File: config.mk
export PLATFORM = sky130hd
export DESIGN_NAME = calibrated_sensor_array_threshold_core_flat
export DESIGN_NICKNAME = d
export VERILOG_FILES = /design/src/hdl/cst_pkg.sv /design/src/hdl/cst_if.sv /design/src/hdl/cst_queue.sv /design/src/hdl/cst_front.sv /design/src/hdl/cst_back.sv /design/src/hdl/calibrated_sensor_array_threshold_core.sv /design/src/flat_wrapper.sv
export SDC_FILE = /design/constraint.sdc
export NUM_CORES = 1
export LEC_CHECK = 0
export BUFFER_PORTS_ARGS = -buffer_cell sky130_fd_sc_hd__buf_2
export CAP_MARGIN = 20
export CELL_PAD_IN_SITES_DETAIL_PLACEMENT = 1
export CELL_PAD_IN_SITES_GLOBAL_PLACEMENT = 1
export CORE_MARGIN = 2
export CORE_UTILIZATION = 50
export DETAILED_ROUTE_END_ITERATION = 10
export PLACE_DENSITY_LB_ADDON = 0.1
export SETUP_SLACK_MARGIN = 0.3
export SLEW_MARGIN = 5
export SYNTH_ARGS = -nofsm -noshare
export SYNTH_HDL_FRONTEND = slang
export SYNTH_SLANG_ARGS = --single-unit
File: constraint.sdc
create_clock -name i_clk -period 10.2 [get_ports i_clk]
set_input_delay 0.51 -clock i_clk [delete_from_list [all_inputs] [get_ports i_clk]]
set_output_delay 0.51 -clock i_clk [all_outputs]
set_load 0.005 [all_outputs]
File: src/hdl/cst_pkg.sv
// Shared types, constants and codes for the calibrated sensor threshold block.
package cst_pkg;

    localparam int unsigned CHANNELS_DEF = 20;
    localparam int unsigned CMD_W        = 3;
    localparam int unsigned CHAN_W       = 5;
    localparam int unsigned BYTE_W       = 8;
    localparam int unsigned HIT_MAP_W    = 20;
    localparam int unsigned HIT_COUNT_W  = 5;
    localparam int unsigned QUEUE_DEPTH  = 2;

    localparam logic [BYTE_W-1:0]      BYTE_MAX  = 8'd255;
    localparam logic [HIT_COUNT_W-1:0] COUNT_MAX = 5'd31;

    // span / 5 as (span * 205) >> 10, exact for any 8-bit span
    localparam logic [BYTE_W-1:0] DIV_RECIP = 8'd205;
    localparam int unsigned       DIV_SHIFT = 10;

    typedef enum logic [CMD_W-1:0] {
        CMD_CAL_RESET  = 3'd0,
        CMD_CAL_SAMPLE = 3'd1,
        CMD_FINISH     = 3'd2,
        CMD_LOAD       = 3'd3,
        CMD_CLASSIFY   = 3'd4
    } t_cmd;

    typedef enum logic [2:0] {
        OP_NONE,
        OP_CAL_RESET,
        OP_CAL_SAMPLE,
        OP_FINISH,
        OP_LOAD,
        OP_CLASSIFY
    } t_op;

    // Classified item handed from the front to the back
    typedef struct packed {
        t_op               op;
        logic              in_range;
        logic [CHAN_W-1:0] channel;
        logic [BYTE_W-1:0] sample;
    } t_task;

    typedef struct packed {
        logic [HIT_MAP_W-1:0]   hit_map;
        logic [HIT_COUNT_W-1:0] hit_count;
        logic                   above;
        logic [BYTE_W-1:0]      level;
    } t_result;

endpackage

File: src/hdl/cst_if.sv
// Valid/ready channel interfaces for sensor items and threshold results.
interface cst_in_if import cst_pkg::*; ();
    logic              valid;
    logic              ready;
    logic [CMD_W-1:0]  cmd;
    logic [CHAN_W-1:0] channel;
    logic [BYTE_W-1:0] sample;

    modport source (output valid, output cmd, output channel, output sample, input ready);
    modport sink   (input valid, input cmd, input channel, input sample, output ready);
endinterface

interface cst_out_if import cst_pkg::*; ();
    logic                   valid;
    logic                   ready;
    logic [HIT_MAP_W-1:0]   hit_map;
    logic [HIT_COUNT_W-1:0] hit_count;
    logic                   above;
    logic [BYTE_W-1:0]      level;

    modport source (output valid, output hit_map, output hit_count, output above,
                    output level, input ready);
    modport sink   (input valid, input hit_map, input hit_count, input above,
                    input level, output ready);
endinterface

File: src/hdl/cst_queue.sv
// Short queue of classified items between the front and the back.
module cst_queue import cst_pkg::*; (
    input  logic  i_clk,
    input  logic  i_rst_n,
    input  logic  i_push,
    input  t_task i_task,
    output logic  o_full,
    input  logic  i_pop,
    output logic  o_valid,
    output t_task o_task
);

    localparam int unsigned PTR_W = (QUEUE_DEPTH > 1) ? $clog2(QUEUE_DEPTH) : 1;
    localparam int unsigned CNT_W = $clog2(QUEUE_DEPTH + 1);

    t_task              r_slot [QUEUE_DEPTH];
    logic [PTR_W-1:0]   r_wr_ptr;
    logic [PTR_W-1:0]   r_rd_ptr;
    logic [CNT_W-1:0]   r_count;
    logic [PTR_W-1:0]   n_wr_ptr;
    logic [PTR_W-1:0]   n_rd_ptr;

    assign o_full  = (r_count == CNT_W'(QUEUE_DEPTH));
    assign o_valid = (r_count != '0);
    assign o_task  = r_slot[r_rd_ptr];

    // wrap pointers at the depth
    assign n_wr_ptr = (r_wr_ptr == PTR_W'(QUEUE_DEPTH - 1)) ? '0 : r_wr_ptr + 1'b1;
    assign n_rd_ptr = (r_rd_ptr == PTR_W'(QUEUE_DEPTH - 1)) ? '0 : r_rd_ptr + 1'b1;

    always_ff @(posedge i_clk) begin
        if (i_push) begin
            r_slot[r_wr_ptr] <= i_task;
        end
    end

    always_ff @(posedge i_clk) begin
        if (!i_rst_n) begin
            r_wr_ptr <= '0;
            r_rd_ptr <= '0;
            r_count  <= '0;
        end else begin
            if (i_push) begin
                r_wr_ptr <= n_wr_ptr;
            end
            if (i_pop) begin
                r_rd_ptr <= n_rd_ptr;
            end
            case ({i_push, i_pop})
                2'b10:   r_count <= r_count + 1'b1;
                2'b01:   r_count <= r_count - 1'b1;
                default: r_count <= r_count;
            endcase
        end
    end

endmodule

File: src/hdl/cst_front.sv
// Front end: accept sensor beats, decode the command and check the channel range.
module cst_front import cst_pkg::*; #(
    parameter int unsigned CHANNELS = CHANNELS_DEF
) (
    cst_in_if.sink i_in,
    input  logic   i_full,
    output logic   o_push,
    output t_task  o_task
);

    logic in_range;
    t_op  op;

    assign in_range = (32'(i_in.channel) < CHANNELS);

    // calibration reset acts on every channel; other commands drop when out of range
    always_comb begin
        unique case (i_in.cmd)
            CMD_CAL_RESET:  op = OP_CAL_RESET;
            CMD_CAL_SAMPLE: op = in_range ? OP_CAL_SAMPLE : OP_NONE;
            CMD_FINISH:     op = in_range ? OP_FINISH : OP_NONE;
            CMD_LOAD:       op = in_range ? OP_LOAD : OP_NONE;
            CMD_CLASSIFY:   op = in_range ? OP_CLASSIFY : OP_NONE;
            default:        op = OP_NONE;
        endcase
    end

    assign i_in.ready       = !i_full;
    assign o_push           = i_in.valid && !i_full;
    assign o_task.op        = op;
    assign o_task.in_range  = in_range;
    assign o_task.channel   = i_in.channel;
    assign o_task.sample    = i_in.sample;

endmodule

File: src/hdl/cst_back.sv
// Back end: per-channel calibration tables, scan map and the result register.
module cst_back import cst_pkg::*; #(
    parameter int unsigned CHANNELS = CHANNELS_DEF
) (
    input  logic        i_clk,
    input  logic        i_rst_n,
    input  logic        i_valid,
    input  t_task       i_task,
    output logic        o_pop,
    cst_out_if.source   o_out
);

    localparam int unsigned IDX_W = (CHANNELS > 1) ? $clog2(CHANNELS) : 1;
    localparam int unsigned VIS_W = (CHANNELS > HIT_MAP_W) ? CHANNELS : HIT_MAP_W;
    localparam int unsigned PROD_W = 2 * BYTE_W;

    logic [BYTE_W-1:0]      r_low   [CHANNELS];
    logic [BYTE_W-1:0]      r_high  [CHANNELS];
    logic [BYTE_W-1:0]      r_cut   [CHANNELS];
    logic [CHANNELS-1:0]    r_map;
    logic [HIT_COUNT_W-1:0] r_count;
    logic                   r_out_valid;
    t_result                r_out;

    logic [IDX_W-1:0]       idx;
    logic [BYTE_W-1:0]      low;
    logic [BYTE_W-1:0]      high;
    logic [BYTE_W-1:0]      cut;
    logic [BYTE_W-1:0]      span;
    logic [PROD_W-1:0]      prod;
    logic [BYTE_W-1:0]      fin_level;
    logic                   go;
    logic                   new_scan;
    logic [CHANNELS-1:0]    n_map;
    logic [HIT_COUNT_W-1:0] n_count;
    logic                   n_above;
    logic [BYTE_W-1:0]      n_level;
    logic [VIS_W-1:0]       map_ext;
    t_result                n_out;

    assign idx  = i_task.channel[IDX_W-1:0];
    assign low  = r_low[idx];
    assign high = r_high[idx];
    assign cut  = r_cut[idx];

    // threshold = min + ((max - min) mod 256) / 5, wrapping
    assign span      = high - low;
    assign prod      = PROD_W'(span) * PROD_W'(DIV_RECIP);
    assign fin_level = low + BYTE_W'(prod >> DIV_SHIFT);

    // advance when the result register is free or being drained
    assign go    = i_valid && (!r_out_valid || o_out.ready);
    assign o_pop = go;

    assign new_scan = (i_task.op == OP_CLASSIFY) && (i_task.channel == '0);
    assign n_above  = (i_task.op == OP_CLASSIFY) && (i_task.sample > cut);

    always_comb begin
        n_map   = new_scan ? '0 : r_map;
        n_count = new_scan ? '0 : r_count;
        // count a channel only the first time it is seen above in a scan
        if (n_above && !n_map[idx]) begin
            n_map[idx] = 1'b1;
            if (n_count != COUNT_MAX) begin
                n_count = n_count + 1'b1;
            end
        end
    end

    always_comb begin
        if (!i_task.in_range) begin
            n_level = '0;
        end else begin
            case (i_task.op)
                OP_FINISH: n_level = fin_level;
                OP_LOAD:   n_level = i_task.sample;
                default:   n_level = cut;
            endcase
        end
    end

    assign map_ext         = VIS_W'(n_map);
    assign n_out.hit_map   = map_ext[HIT_MAP_W-1:0];
    assign n_out.hit_count = n_count;
    assign n_out.above     = n_above;
    assign n_out.level     = n_level;

    always_ff @(posedge i_clk) begin
        if (!i_rst_n) begin
            for (int c = 0; c < CHANNELS; c++) begin
                r_low[c]  <= BYTE_MAX;
                r_high[c] <= '0;
                r_cut[c]  <= '0;
            end
            r_map       <= '0;
            r_count     <= '0;
            r_out_valid <= 1'b0;
        end else begin
            if (go) begin
                case (i_task.op)
                    OP_CAL_RESET: begin
                        for (int c = 0; c < CHANNELS; c++) begin
                            r_low[c]  <= BYTE_MAX;
                            r_high[c] <= '0;
                        end
                    end
                    OP_CAL_SAMPLE: begin
                        if (i_task.sample > high) begin
                            r_high[idx] <= i_task.sample;
                        end
                        if (i_task.sample < low) begin
                            r_low[idx] <= i_task.sample;
                        end
                    end
                    OP_FINISH: r_cut[idx] <= fin_level;
                    OP_LOAD:   r_cut[idx] <= i_task.sample;
                    OP_CLASSIFY: begin
                        r_map   <= n_map;
                        r_count <= n_count;
                    end
                    default: ;
                endcase
                r_out_valid <= 1'b1;
            end else if (o_out.ready) begin
                r_out_valid <= 1'b0;
            end
        end
    end

    always_ff @(posedge i_clk) begin
        if (go) begin
            r_out <= n_out;
        end
    end

    assign o_out.valid     = r_out_valid;
    assign o_out.hit_map   = r_out.hit_map;
    assign o_out.hit_count = r_out.hit_count;
    assign o_out.above     = r_out.above;
    assign o_out.level     = r_out.level;

endmodule

File: src/hdl/calibrated_sensor_array_threshold_core.sv
// Top level of the calibrated sensor array threshold core.
// Takes one command beat per clock for a scanned array of 8-bit light sensors
// and returns exactly one result beat per command, in order. Per channel the
// core keeps the lowest and highest calibration reading and an 8-bit threshold
// (min + span/5 on finish, or a direct load); classify beats compare a reading
// with its channel's threshold and build the hit map and hit count of the
// current scan, which a classify on channel 0 restarts. Throughput is one beat
// per cycle, sustained with the output held by a stalling sink only as long as
// the two-entry queue absorbs it. The beat lands in the queue at its accepting
// edge, and the back end, which reads, updates and writes the addressed channel's
// table entries as it takes the beat, then registers its result, so each beat
// sees everything earlier beats left. All tables sit in flip-flops cleared by
// reset, so the core is ready the cycle after reset drops.
module calibrated_sensor_array_threshold_core import cst_pkg::*; #(
    parameter int unsigned CHANNELS = CHANNELS_DEF
) (
    input  logic       i_clk,
    input  logic       i_rst_n,
    cst_in_if.sink     i_in,
    cst_out_if.source  o_out
);

    // front -> queue
    logic  push;
    logic  full;
    t_task front_task;

    // queue -> back
    logic  pop;
    logic  queue_valid;
    t_task queue_task;

    // accept and classify; hold off only when the queue is full
    cst_front #(
        .CHANNELS (CHANNELS)
    ) u_front (
        .i_in   (i_in),
        .i_full (full),
        .o_push (push),
        .o_task (front_task)
    );

    // decouple the two sides so a stalled sink does not stall the source at once
    cst_queue u_queue (
        .i_clk   (i_clk),
        .i_rst_n (i_rst_n),
        .i_push  (push),
        .i_task  (front_task),
        .o_full  (full),
        .i_pop   (pop),
        .o_valid (queue_valid),
        .o_task  (queue_task)
    );

    // execute against the tables and register the result beat
    cst_back #(
        .CHANNELS (CHANNELS)
    ) u_back (
        .i_clk   (i_clk),
        .i_rst_n (i_rst_n),
        .i_valid (queue_valid),
        .i_task  (queue_task),
        .o_pop   (pop),
        .o_out   (o_out)
    );

endmodule

File: src/flat_wrapper.sv
// flat-port wrapper written by rule: the top's interface ports become plain ports
module calibrated_sensor_array_threshold_core_flat import cst_pkg::*;
#(
    parameter int unsigned CHANNELS = CHANNELS_DEF
)
  (i_clk, i_rst_n, i_in_valid, i_in_cmd, i_in_channel, i_in_sample, i_in_ready, o_out_valid, o_out_hit_map, o_out_hit_count, o_out_above, o_out_level, o_out_ready);
  cst_in_if i_in_i ();
  cst_out_if o_out_i ();
  input  logic i_clk;
  input  logic i_rst_n;
  input wire logic [$bits(i_in_i.valid)-1:0] i_in_valid;
  input wire logic [$bits(i_in_i.cmd)-1:0] i_in_cmd;
  input wire logic [$bits(i_in_i.channel)-1:0] i_in_channel;
  input wire logic [$bits(i_in_i.sample)-1:0] i_in_sample;
  output wire logic [$bits(i_in_i.ready)-1:0] i_in_ready;
  output wire logic [$bits(o_out_i.valid)-1:0] o_out_valid;
  output wire logic [$bits(o_out_i.hit_map)-1:0] o_out_hit_map;
  output wire logic [$bits(o_out_i.hit_count)-1:0] o_out_hit_count;
  output wire logic [$bits(o_out_i.above)-1:0] o_out_above;
  output wire logic [$bits(o_out_i.level)-1:0] o_out_level;
  input wire logic [$bits(o_out_i.ready)-1:0] o_out_ready;
  assign i_in_i.valid = i_in_valid;
  assign i_in_i.cmd = i_in_cmd;
  assign i_in_i.channel = i_in_channel;
  assign i_in_i.sample = i_in_sample;
  assign i_in_ready = i_in_i.ready;
  assign o_out_valid = o_out_i.valid;
  assign o_out_hit_map = o_out_i.hit_map;
  assign o_out_hit_count = o_out_i.hit_count;
  assign o_out_above = o_out_i.above;
  assign o_out_level = o_out_i.level;
  assign o_out_i.ready = o_out_ready;
  calibrated_sensor_array_threshold_core #(.CHANNELS(CHANNELS)) u_core (.i_clk(i_clk), .i_rst_n(i_rst_n), .i_in(i_in_i), .o_out(o_out_i));
endmodule
==> results list <==
* Total via count after detailed routing: 25446
- Result of the run: complete, no violations
- Summed over all layers, the global routing overflow is 0.
- Before antenna repair, the detailed router went through 5 iterations.
- The die covers roughly 0.08 mm².
* Layout-stage area growth over the synthesis result: 14.0%
- Measured in cells, the most critical reg-to-reg path has a length of 35.
* Buffers from clock root to sink, at most: 3
* Met3 routing resource usage after global routing: 5.86%
- Detailed router's first-iteration violation count: 3267
- The slowest stage of the critical path belongs to the cell dfxtp_4.
* Number of levels in the clock H-tree: 3
- CP Capture Type: flop
- In this run the cell area of the synthesized design comes to 0.0389 mm².
- Ys flop type: edfxtp_1
- Starting density of the core: 50.4%
- Drt wl/cell: about 32 µm
* Worst hold path class: primary input to flop
- Max-capacitance violation count: 0
* Routability congestion estimate from global placement: 0.952
- The number of antenna violations at the first check in global routing is 2.
* Post-CTS Hold Fix Bufs: 0
* Via-to-Cell Ratio: about 6.5
* Num rows: 102
- Minimum clock period: roughly 9.5 ns
- Counting instances, the worst hold path has a depth of 1.
- Clock latency on the worst-skew pair, taken at its later pin, is 0.67 ns.
* Data required time of the worst path: 10.54 ns
- Cell at the root of the clock tree: clkbuf_16
- Critical Path Fanout Max: 21
- Final routed DRC violation total: 0
- Of all flip-flops after synthesis, the portion carrying an async set or reset was 0%.
- Slowest cell delay on critical path: 0.54 ns
- The detail route stage leaves a number of antenna-violating nets equal to 0.
- Number of hold-slack violations in the final timing report: 0
* Setup_tns: 0 ns
* Share of layout cells above drive strength 1: between 20 and 25%
* Portion of netlist area occupied by mux cells: 11.1%
- Total CTS buffers: 93
- Endpoint, Worst Hold: u_core.u_queue.r_slot[1][6]
- Counting every net in the synthesized netlist gives 2766.
- 56 I/O pins were placed.
- Entering global routing, the biggest net connects 93 pins.
- Number of warnings printed during yosys synthesis: 0
- The clock arrives with 0.0356 ns of skew.
- Classification of the worst setup path: flop to flop
* Compound-gate portion of the synthesized area: under 10%
- In this run the tightest slew margin relative to its limit is 24.0%.
- Core area: 0.0773 mm²
- Type of element launching the critical path: flop
- Start point of the worst min-delay path: i_in_sample[6]
* Tightest Pin Transition: 1.14 ns
- Global routing used 45.5% of the available met1 tracks.
* Endpoint arrival time on the critical path: 9.82 ns
- Summing the areas of all and, or, nand and nor instances in the mapped netlist gives 10.3% of the synthesized area.
* Clock tree from TritonCTS: yes
- In this run the vertical extent of the chip is 283 µm.
- Clk sinks: between 800 and 900
- After synthesis, the largest family of logic cells by area is multiplexers.
- Post-Synth Adder-Cell Area: 3.17%
- Cells fill 57.4% of the core in the end.
- For met2 alone, demand over resource in global routing was roughly 48%.
* PortBufs: 55
- The first global-routing pass estimated 183000 µm of wire.
- NumNets Final: roughly 2900
* Detailed placement HPWL: 84800 µm
- Share of the yosys chip area belonging to registers: 66.1%
- The average instance in the mapped netlist occupies 14.7 µm².
- Number of instances in the synthesized netlist: 2656
- The synthesized netlist devotes 0.540% of its cell area to XOR and XNOR gates.
- The number of global-route vias before repair came to 25866.
* Slew Limit Fails: 0
- In this run, distinct cell masters in the synthesized netlist total 73.
- Setup violations remaining at the end of the flow were counted as 0.
- The synthesized design contains 836 enable-type register cells.
* Post-synthesis sequential element count: 867
- The endpoint identified for the worst register-to-register timing path is u_core.u_back.r_cut[25][6].
* Maximum clock rate: around 110 MHz
- Post-route clock period utilization: between 90% and 100%
- Reg2reg setup slack: 0.73 ns
- Die X-Extent: 283 µm
- Total detailed-routing wirelength: ~130000 µm
- Setup repair after global routing missed its margin: false
- Across every metal layer, demand over resource in global routing totals 31.5%.
- Clock-pin slew was measured on the worst setup and hold paths at 0.06 ns.
- Most utilized layer in the global route result: met2
-- routing by layer --
layer  up-vias  wire length, µm  part of all wire (%)
li1      10529                -                     -
met4         0             4840                   3.8
met5         -                0                     0
met1     13332            51300                    41
met3       259            12100                   9.5
met2      1326            58200                    46
-- worst max path at each step --
stage	to	slack (ns)	from	depth (start not counted)
global placement	u_core.u_back.r_cut[26][6]	0.56	flop	37
CTS	u_core.u_back.r_cut[25][6]	0.46	flop	35
detailed placement	u_core.u_back.r_cut[24][6]	0.37	flop	37
global route	u_core.u_back.r_cut[25][6]	0.31	flop	35
finish	u_core.u_back.r_cut[25][6]	0.73	flop	35
floorplan	u_core.u_back.r_cut[20][6]	1.48	flop	41
-- cells in the mapped netlist, drive strengths merged, types with 5 or more instances --
library cell / count / area, µm²
a21o: 15 / 113
o21a: 6 / 45.0
inv: 71 / 267
fa: 13 / 260
o21ba: 19 / 190
mux4: 170 / 3830
xor2: 10 / 87.6
o22ai: 28 / 181
dfxtp: 31 / 621
nor4bb: 5 / 50.1
o21ai: 92 / 460
nand4: 19 / 119
nor2b: 10 / 62.6
nor3: 68 / 435
and2: 6 / 37.5
a21oi: 34 / 170
a211oi: 8 / 60.1
ha: 77 / 963
edfxtp: 836 / 25100
buf: 68 / 380
xnor2: 14 / 123
nor2: 380 / 1430
and4b: 5 / 50.1
mux2i: 43 / 434
nand2b: 19 / 119
a22oi: 61 / 458
and4: 14 / 123
a31oi: 8 / 50.1
and3: 7 / 43.8
o21bai: 7 / 52.6
or2: 9 / 56.3
a22o: 22 / 193
nand3: 167 / 836
nand2: 112 / 420
or3: 8 / 50.1
nor4: 9 / 62.6
clkbuf: 123 / 462
-- layout make-up --
cell class	count	area, µm²
Antenna cell	2	5.00
Multi-Input combinational cell	1529	12400
Clock inverter	57	494
Inverter	72	270
Timing Repair Buffer	236	1730
Tap cell	1040	1300
Clock buffer	114	2460
Sequential cell	867	25700
Fill cell	7305	32900
-- metrics by stage --
step	setup WS (ns)	cells	hold slack (ns)	instance area, µm²
final	0.728	3917	0.0359	44400
after global routing	0.314	3915	0.0336	44400
after CTS	0.457	3903	0.00883	44200
after detailed placement	0.372	3731	0.504	41300
after global placement	0.562	3731	0.481	41300
after floorplan	1.48	2656	0.461	38900
-- flip-flops by register name (all words and copies together), names as in the netlist, 2 cells and up, named ones only --
signal / flops
u_core.u_back.o_out.hit_map: 20
u_core.u_back.o_out.hit_count: 5
u_core.u_back.o_out.level: 8
u_core.u_queue.r_slot: 34
u_core.u_back.r_cut: 256
u_core.u_back.r_count: 5
u_core.u_back.r_low: 256
u_core.u_back.r_high: 256
u_core.u_queue.r_count: 2
u_core.u_back.r_map: 20
-- placed cells by master, fill, tap and decap left out, types with 13 or more instances in the layout --
| cell type | instances |
|---|---|
| clkbuf_16 | 95 |
| mux4_2 | 170 |
| o22ai_1 | 26 |
| ha_1 | 77 |
| buf_4 | 170 |
| nand4_1 | 19 |
| nand3_1 | 167 |
| mux2i_1 | 33 |
| xnor2_1 | 14 |
| buf_2 | 55 |
| inv_1 | 71 |
| clkinv_1 | 20 |
| o21ai_0 | 87 |
| and4_1 | 13 |
| o21ba_1 | 15 |
| dfxtp_1 | 30 |
| nand2b_1 | 19 |
| a22oi_1 | 61 |
| edfxtp_1 | 836 |
| nor3_2 | 26 |
| nand2_1 | 112 |
| a21o_1 | 14 |
| a21oi_1 | 27 |
| nor2_1 | 369 |
| nor3_1 | 42 |
| fa_1 | 13 |
| clkbuf_1 | 18 |
| clkinv_2 | 20 |
| a22o_1 | 22 |
-- critical path, delay by kind of cell (launching register included) --
kind	cells	cell delay [ns]
adders and majority gates	7	2.62
DFF	1	0.54
and+or+nand+nor	4	0.86
muxes	2	0.95
buffers and inverters	7	0.90
AOI/OAI and AO/OA	13	2.86
xor gates and xnor gates	2	0.37
-- repair_timing --
action	4_1_cts	5_1_grt
buffers inserted	0	7
gates cloned	1	2
endpoints found under the setup margin	12	105
gates resized for setup	1	14
-- cell families (layout without fill, tap and decap cells) --
family	count (synthesis)	count (layout)
buf+inv	263	479
xor+xnor	24	24
flops	867	867
simple gates	854	854
compound gates	340	340
mux	217	220
other cells	0	2
fa+ha+maj	91	91
Power is left out: the tool's default activity adds up to more than one toggle a clock period on the data nets, which glitch-free logic cannot reach.
